**src/sv/ple_pkg.sv**
```systemverilog
package ple_pkg;

    localparam int CAPACITY = 16;
    localparam int IDX_W    = $clog2(CAPACITY);
    localparam int CNT_W    = 5;
    localparam int POS_W    = 5;
    localparam int DATA_W   = 32;

    localparam logic [CNT_W-1:0] CAP_COUNT = CNT_W'(CAPACITY);

    typedef enum logic [1:0] {
        MODE_INSERT = 2'd0,
        MODE_REMOVE = 2'd1,
        MODE_READ   = 2'd2,
        MODE_CLEAR  = 2'd3
    } ple_mode_t;

    typedef enum logic [1:0] {
        ST_DONE  = 2'd0,
        ST_RANGE = 2'd1,
        ST_FULL  = 2'd2
    } ple_status_t;

    typedef enum logic [2:0] {
        S_IDLE,
        S_UP,
        S_INS,
        S_DOWN,
        S_DONE
    } ple_state_t;

    typedef struct packed {
        logic [1:0]               mode;
        logic [POS_W-1:0]         position;
        logic signed [DATA_W-1:0] value_in;
    } ple_req_t;

    typedef struct packed {
        logic signed [DATA_W-1:0] value_out;
        logic [1:0]               status;
        logic [CNT_W-1:0]         entry_count;
        logic                     list_empty;
    } ple_rsp_t;

    typedef struct packed {
        logic              we;
        logic [IDX_W-1:0]  waddr;
        logic [DATA_W-1:0] wdata;
        logic              re;
        logic [IDX_W-1:0]  raddr;
    } ple_mem_req_t;

endpackage

```
**src/sv/ple_store.sv**
```systemverilog
module ple_store
    import ple_pkg::*;
(
    input  logic               clk,
    input  ple_mem_req_t       mem_req,
    output logic [DATA_W-1:0]  rdata
);

    logic [DATA_W-1:0] mem [CAPACITY];
    logic [DATA_W-1:0] rdata_reg;

    always_ff @(posedge clk)
    begin
        if (mem_req.we)
        begin
            mem[mem_req.waddr] <= mem_req.wdata;
        end
        if (mem_req.re)
        begin
            rdata_reg <= mem[mem_req.raddr];
        end
    end

    assign rdata = rdata_reg;

endmodule

```
**src/sv/positional_list_engine_unit.sv**
```systemverilog
// A clear or a rejected request goes straight to its response and an insert at the end of
// the list writes the value at once; a read fetches the entry at p; an insert at p below count
// moves the entries from count - 1 down to p up one slot and then writes the value, and a remove
// reads p to the end, returns the entry at p and moves the rest down; entries move one per cycle.
// One request at a time; the next is accepted once its response enters a free output register.
// Reset clears the entry count and the handshake state; the entry memory is not cleared.
module positional_list_engine_unit
    import ple_pkg::*;
(
    input  logic     clk,
    input  logic     rst_n,
    input  logic     req_valid,
    output logic     req_ready,
    input  ple_req_t req,
    output logic     rsp_valid,
    input  logic     rsp_ready,
    output ple_rsp_t rsp
);

    ple_state_t        state_reg, state_next;
    ple_mode_t         mode_reg, mode_next;
    logic [IDX_W-1:0]  pos_reg, pos_next;
    logic [DATA_W-1:0] val_reg, val_next;
    logic [IDX_W-1:0]  cursor_reg, cursor_next;
    logic [IDX_W-1:0]  stop_reg, stop_next;
    logic [IDX_W-1:0]  wa_reg, wa_next;
    logic              issue_reg, issue_next;
    logic              pend_reg, pend_next;
    logic              pend_first_reg, pend_first_next;
    logic [CNT_W-1:0]  count_reg, count_next;
    logic [DATA_W-1:0] res_value_reg, res_value_next;
    ple_status_t       res_status_reg, res_status_next;
    logic              out_valid_reg, out_valid_next;
    ple_rsp_t          out_data_reg, out_data_next;

    ple_mem_req_t      mem_req;
    logic [DATA_W-1:0] rdata;

    ple_store u_store (
        .clk     (clk),
        .mem_req (mem_req),
        .rdata   (rdata)
    );

    always_ff @(posedge clk or negedge rst_n)
    begin
        if (!rst_n)
        begin
            state_reg     <= S_IDLE;
            issue_reg     <= 1'b0;
            pend_reg      <= 1'b0;
            count_reg     <= '0;
            out_valid_reg <= 1'b0;
        end
        else
        begin
            state_reg     <= state_next;
            issue_reg     <= issue_next;
            pend_reg      <= pend_next;
            count_reg     <= count_next;
            out_valid_reg <= out_valid_next;
        end
    end

    always_ff @(posedge clk)
    begin
        mode_reg       <= mode_next;
        pos_reg        <= pos_next;
        val_reg        <= val_next;
        cursor_reg     <= cursor_next;
        stop_reg       <= stop_next;
        wa_reg         <= wa_next;
        pend_first_reg <= pend_first_next;
        res_value_reg  <= res_value_next;
        res_status_reg <= res_status_next;
        out_data_reg   <= out_data_next;
    end

    // Each memory read returns in the next cycle and is written back one slot away, so a
    // shift never writes an entry that is still waiting to be read.
    always_comb
    begin
        state_next      = state_reg;
        mode_next       = mode_reg;
        pos_next        = pos_reg;
        val_next        = val_reg;
        cursor_next     = cursor_reg;
        stop_next       = stop_reg;
        wa_next         = wa_reg;
        issue_next      = issue_reg;
        pend_next       = pend_reg;
        pend_first_next = pend_first_reg;
        count_next      = count_reg;
        res_value_next  = res_value_reg;
        res_status_next = res_status_reg;
        out_valid_next  = out_valid_reg && !rsp_ready;
        out_data_next   = out_data_reg;
        req_ready       = (state_reg == S_IDLE);

        mem_req.we    = 1'b0;
        mem_req.waddr = wa_reg;
        mem_req.wdata = rdata;
        mem_req.re    = 1'b0;
        mem_req.raddr = cursor_reg;

        case (state_reg)
            S_IDLE:
            begin
                if (req_valid)
                begin
                    mode_next       = ple_mode_t'(req.mode);
                    pos_next        = req.position[IDX_W-1:0];
                    val_next        = req.value_in;
                    res_value_next  = '0;
                    res_status_next = ST_DONE;
                    issue_next      = 1'b0;
                    pend_next       = 1'b0;
                    case (ple_mode_t'(req.mode))
                        MODE_INSERT:
                        begin
                            if (req.position > count_reg)
                            begin
                                res_status_next = ST_RANGE;
                                state_next      = S_DONE;
                            end
                            else if (count_reg >= CAP_COUNT)
                            begin
                                res_status_next = ST_FULL;
                                state_next      = S_DONE;
                            end
                            else if (req.position == count_reg)
                            begin
                                state_next = S_INS;
                            end
                            else
                            begin
                                cursor_next = IDX_W'(count_reg - CNT_W'(1));
                                issue_next  = 1'b1;
                                state_next  = S_UP;
                            end
                        end
                        MODE_REMOVE, MODE_READ:
                        begin
                            if (req.position >= count_reg)
                            begin
                                res_status_next = ST_RANGE;
                                state_next      = S_DONE;
                            end
                            else
                            begin
                                cursor_next = req.position[IDX_W-1:0];
                                if (ple_mode_t'(req.mode) == MODE_REMOVE)
                                begin
                                    stop_next = IDX_W'(count_reg - CNT_W'(1));
                                end
                                else
                                begin
                                    stop_next = req.position[IDX_W-1:0];
                                end
                                issue_next = 1'b1;
                                state_next = S_DOWN;
                            end
                        end
                        MODE_CLEAR:
                        begin
                            count_next = '0;
                            state_next = S_DONE;
                        end
                        default:
                        begin
                            state_next = S_DONE;
                        end
                    endcase
                end
            end
            S_UP:
            begin
                if (pend_reg)
                begin
                    mem_req.we = 1'b1;
                end
                if (issue_reg)
                begin
                    mem_req.re = 1'b1;
                    pend_next  = 1'b1;
                    wa_next    = cursor_reg + IDX_W'(1);
                    if (cursor_reg == pos_reg)
                    begin
                        issue_next = 1'b0;
                    end
                    else
                    begin
                        cursor_next = cursor_reg - IDX_W'(1);
                    end
                end
                else
                begin
                    pend_next  = 1'b0;
                    state_next = S_INS;
                end
            end
            S_INS:
            begin
                mem_req.we    = 1'b1;
                mem_req.waddr = pos_reg;
                mem_req.wdata = val_reg;
                count_next    = count_reg + CNT_W'(1);
                state_next    = S_DONE;
            end
            S_DOWN:
            begin
                if (pend_reg)
                begin
                    if (pend_first_reg)
                    begin
                        res_value_next = rdata;
                    end
                    else
                    begin
                        mem_req.we = 1'b1;
                    end
                end
                if (issue_reg)
                begin
                    mem_req.re      = 1'b1;
                    pend_next       = 1'b1;
                    pend_first_next = (cursor_reg == pos_reg);
                    wa_next         = cursor_reg - IDX_W'(1);
                    if (cursor_reg == stop_reg)
                    begin
                        issue_next = 1'b0;
                    end
                    else
                    begin
                        cursor_next = cursor_reg + IDX_W'(1);
                    end
                end
                else
                begin
                    pend_next  = 1'b0;
                    state_next = S_DONE;
                    if (mode_reg == MODE_REMOVE)
                    begin
                        count_next = count_reg - CNT_W'(1);
                    end
                end
            end
            S_DONE:
            begin
                if (!out_valid_reg || rsp_ready)
                begin
                    out_valid_next            = 1'b1;
                    out_data_next.value_out   = res_value_reg;
                    out_data_next.status      = res_status_reg;
                    out_data_next.entry_count = count_reg;
                    out_data_next.list_empty  = (count_reg == '0);
                    state_next                = S_IDLE;
                end
            end
            default:
            begin
                state_next = S_IDLE;
            end
        endcase
    end

    assign rsp_valid = out_valid_reg;
    assign rsp       = out_data_reg;

    assert property (@(posedge clk) disable iff (!rst_n)
        count_reg <= CAP_COUNT)
        else $error("entry count exceeds capacity");

    assert property (@(posedge clk) disable iff (!rst_n)
        (mem_req.we && mem_req.re) |-> (mem_req.waddr != mem_req.raddr))
        else $error("memory read and write hit the same entry");

    assert property (@(posedge clk) disable iff (!rst_n)
        (req_valid && req_ready) |=> (state_reg != S_IDLE))
        else $error("accepted request did not start");

    assert property (@(posedge clk) disable iff (!rst_n)
        (state_reg == S_DONE && (!out_valid_reg || rsp_ready)) |=> rsp_valid)
        else $error("finished request produced no response");

endmodule

```
**config.mk**
```make
export PLATFORM = sky130hd
export DESIGN_NAME = positional_list_engine_unit
export DESIGN_NICKNAME = d
export VERILOG_FILES = /design/src/sv/ple_pkg.sv /design/src/sv/ple_store.sv /design/src/sv/positional_list_engine_unit.sv
export SDC_FILE = /design/constraint.sdc
export NUM_CORES = 1
export LEC_CHECK = 0
export BUFFER_PORTS_ARGS = -buffer_cell sky130_fd_sc_hd__buf_2
export CORE_ASPECT_RATIO = 0.75
export CORE_UTILIZATION = 41
export DETAILED_ROUTE_END_ITERATION = 8
export GPL_TIMING_DRIVEN = 0
export SKIP_CTS_REPAIR_TIMING = 1
export SLEW_MARGIN = 20
export SYNTH_ARGS = -nofsm -noshare
export SYNTH_HDL_FRONTEND = slang
export SYNTH_HIERARCHICAL = 1
export SYNTH_SLANG_ARGS = --single-unit
```
**constraint.sdc**
```tcl
create_clock -name clk -period 8.65 [get_ports clk]
set_clock_uncertainty 0.2 [all_clocks]
set_input_delay 0.4325 -clock clk [delete_from_list [all_inputs] [get_ports clk]]
set_output_delay 0.4325 -clock clk [all_outputs]
set_load 0.01 [all_outputs]
```
==> qor.csv <==
stage,metric,value,unit
flow_run,drv_cap,0,
status,outcome,"finished, final reports clean",
logic_synthesis,async_flop_share,1.62,%
logic_synthesis,synth-seq-area-share,77.9,%
logic_synthesis,synth_top_area_share,76.9,%
sta,fin_setup_tns,0,ns
cells_and_area,final_cell_area,0.0311,sq mm
hold_path,hold_start,rsp_ready,
sta,finalMaxSlewViolations,0,
floorplanning,initial_core_util,41.8,%
cells_and_area,fillers,5047,
logic_synthesis,synthDistinctLibCells,58,
global_routing,track_usage,18.7,%
pwr,ir_worst_vdd,0.145,mV
cells_and_area,utilization,49.8,%
cells_and_area,largest_reg_flops,512,
worst_setup_path,slowest_stage,or3b_2,
logic_synthesis,avgSynthCellArea,21.2,sq um
worst_setup_path,critPathArrivalTime,4.17,ns
hold_path,min_path_type,in -> reg,
logic_synthesis,synth_area_leader_cell,edfxtp_1,
logic_synthesis,ys_warn_count,6,
cells_and_area,area.growth.synth_to_final,18.9,%
sta,slew_headroom,29.2,%
cells_and_area,fin_cells,2376,
placement,place_congestion,0.803,
global_routing,grt_pass1_vias,12900,
routing,wl_per_cell,25.1,microns
clock_network,cts.sinks,680,
worst_setup_path,worst_ep_required_time,8.75,ns
worst_setup_path,critical_path_class,reg -> reg,
routing,drt_pass1_iterations,7,
logic_synthesis,synth_edf_count,669,
cells_and_area,regArea,0.0204,sq mm
floorplanning,rows,79,
worst_setup_path,cp.depth,10,
logic_synthesis,netlist_instances,1234,
clock_network,cts.htree.levels,3,
routing,vias,13100,
hold_path,worstHoldEndpoint,rsp_valid,
floorplanning,die_y,221,microns
worst_setup_path,path_cells,buf_6 > nor3b_4 > buf_6 > mux2_2 > or3b_2 > nor3_2 > buf_4 > buf_4 > buf_6 > buf_6,
logic_synthesis,synthMostInstantiatedCell,edfxtp_1,
clock_network,clockBufferDepth,3,
cells_and_area,drive_above_1_share,29.6,%
worst_setup_path,r2r_slack,4.59,ns
placement,placedCellCount,2220,
logic_synthesis,synth_ff_type,edfxtp_1,
routing,final_antenna_net_count,0,
logic_synthesis,synth-seq-cells,680,
placement,place_hpwl,39300,microns
worst_setup_path,crit_buf_inv,6,
clock_network,root_buffer,clkbuf_16,
worst_setup_path,worstSetupStartpointType,flip-flop,
worst_setup_path,crit_family,simple AND/OR/NAND/NOR gates,
cells_and_area,layout.nets,1534,
pwr,p_leak,10.2,nW
routing,drtIter0Drc,1282,
floorplanning,dieArea,0.0648,sq mm
worst_setup_path,r2r_start,state_reg[0],
clock_network,tritoncts,built,
routing,drc,0,
sta,worst_slew_pin_slew,1.06,ns
logic_synthesis,syn-cell-area,0.0261,sq mm
global_routing,grt_max_degree,20,
clock_network,numCtsBuffers,66,
worst_setup_path,reg2reg_depth,10,
sta,setup_viol,0,
sta,fin_hold_ws,0.000663,ns
routing,vias_per_cell,5.49,
logic_synthesis,netlist_top_cells_area,"edfxtp_1, mux4_2, a22oi_1, mux2_2, dfrtp_1",
pwr,power-per-cell-area,267,mW/mm^2
floorplanning,io_pins,85,
worst_setup_path,reg2reg_to,u_store/mem[0][19],
sta,period_needed,4.06,ns
global_routing,overflow,0,
sta,hold_violations,0,
clock_network,clock_latency,0.60,ns
sta,max_freq,246,MHz
floorplanning,dieWidth,294,microns
sta,fin_crit_sh,47.0,%
worst_setup_path,max_stage_delay,0.62,ns
routing,wirelength,59700,microns
worst_setup_path,crit_path_end_kind,flip-flop,
worst_setup_path,path_common_cell,buf_6,
clock_network,clk_pin_slew,0.06,ns
sta,grt_setup_unrepaired,false,
cells_and_area,largest-register,u_store/mem,
logic_synthesis,synthTopCellsByCount,"edfxtp_1, mux4_2, a22oi_1, nand2_1, mux2_2",
floorplanning,core,0.0625,sq mm
placement,portBuffers,84,
global_routing,grt_pass1_wl,86700,microns
placement,place_area,0.0286,sq mm
hold_path,min_path_cells,3,
worst_setup_path,crit_fanout,10,
cells_and_area,multiInputGateArea,0.00550,sq mm
global_routing,grt_antenna_before_repair,1,
logic_synthesis,syn_nets,1291,
## cells by family after synthesis
| family | Yosys count | share of synthesized area [%] |
|---|---|---|
| mux | 176 | 13.0 |
| fa+ha+maj | 14 | 0.670 |
| flops | 680 | 77.9 |
| simple gates | 158 | 3.21 |
| xor+xnor | 17 | 0.570 |
| buf+inv | 78 | 1.50 |
| compound gates | 111 | 3.09 |
## final cells by class
type                            count  area share (%)
Tap cell                          850            3.42
Multi-Input combinational cell    476            17.7
Antenna cell                        1         0.00805
Clock inverter                     36            1.19
Timing Repair Buffer              175            5.22
Buffer                             60            1.04
Inverter                           18           0.217
Sequential cell                   680            65.5
Clock buffer                       80            5.69
## worst min-delay path, cell delays in order
cell	delay (ns)
buf_2	0.07
nor2b_1	0.08
nand2b_1	0.16
## metrics by stage
| stage | power, W | setup slack, ns |
|---|---|---|
| 2_1_floorplan | 0.00493 | 3.82 |
| 3_3_place_gp | 0.00541 | 0.606 |
| 4_1_cts | 0.00839 | 4.63 |
| 3_5_place_dp | 0.00551 | 4.65 |
| 6_report | 0.00831 | 4.59 |
| 5_1_grt | 0.00862 | 4.50 |
## cells in the final DEF, fill, tap and decap left out, types with 8 or more instances in the layout
master / count
a21oi_1: 8
a22oi_1: 64
and2_1: 36
buf_1: 10
buf_16: 15
buf_2: 96
buf_4: 28
buf_6: 17
clkbuf_1: 32
clkbuf_16: 69
clkinv_1: 11
clkinv_2: 10
dfrtp_1: 11
dlygate4sd3_1: 39
edfxtp_1: 669
ha_1: 14
inv_1: 16
mux2_2: 37
mux2i_1: 10
mux4_2: 128
nand2_1: 50
nor2_1: 13
nor2_4: 13
xnor2_1: 14
## layer usage
layer / vias up / share of wire (%) / GRT usage [%] / wire [microns]
met3: 91 / 7.9 / 4.67 / 4720
met4: 0 / 2.4 / 5.33 / 1420
met1: 6873 / 44 / 26.8 / 26400
met2: 507 / 45 / 28.6 / 27200
li1: 5580 / - / - / -
met5: - / 0 / 0 / 0
## report_power, final
part | internal (W) | leakage, nW | switching [W]
Sequential | 0.00400 | 6.24 | 0.0000916
Clock | 0.00167 | 1.04 | 0.00121
Combinational | 0.000526 | 2.92 | 0.000820
## worst max-delay path by stage
stage	startpoint	end	slack, ns
global route	state_reg[0]	u_store/mem[0][18]	4.50
floorplan	state_reg[0]	u_store/mem[0][0]	3.82
detailed placement	state_reg[0]	u_store/mem[0][19]	4.65
CTS	state_reg[0]	u_store/mem[0][19]	4.63
global placement	state_reg[0]	u_store/mem[8][17]	0.61
finish	state_reg[0]	u_store/mem[0][19]	4.59
Power figures use the tool's default switching activity.
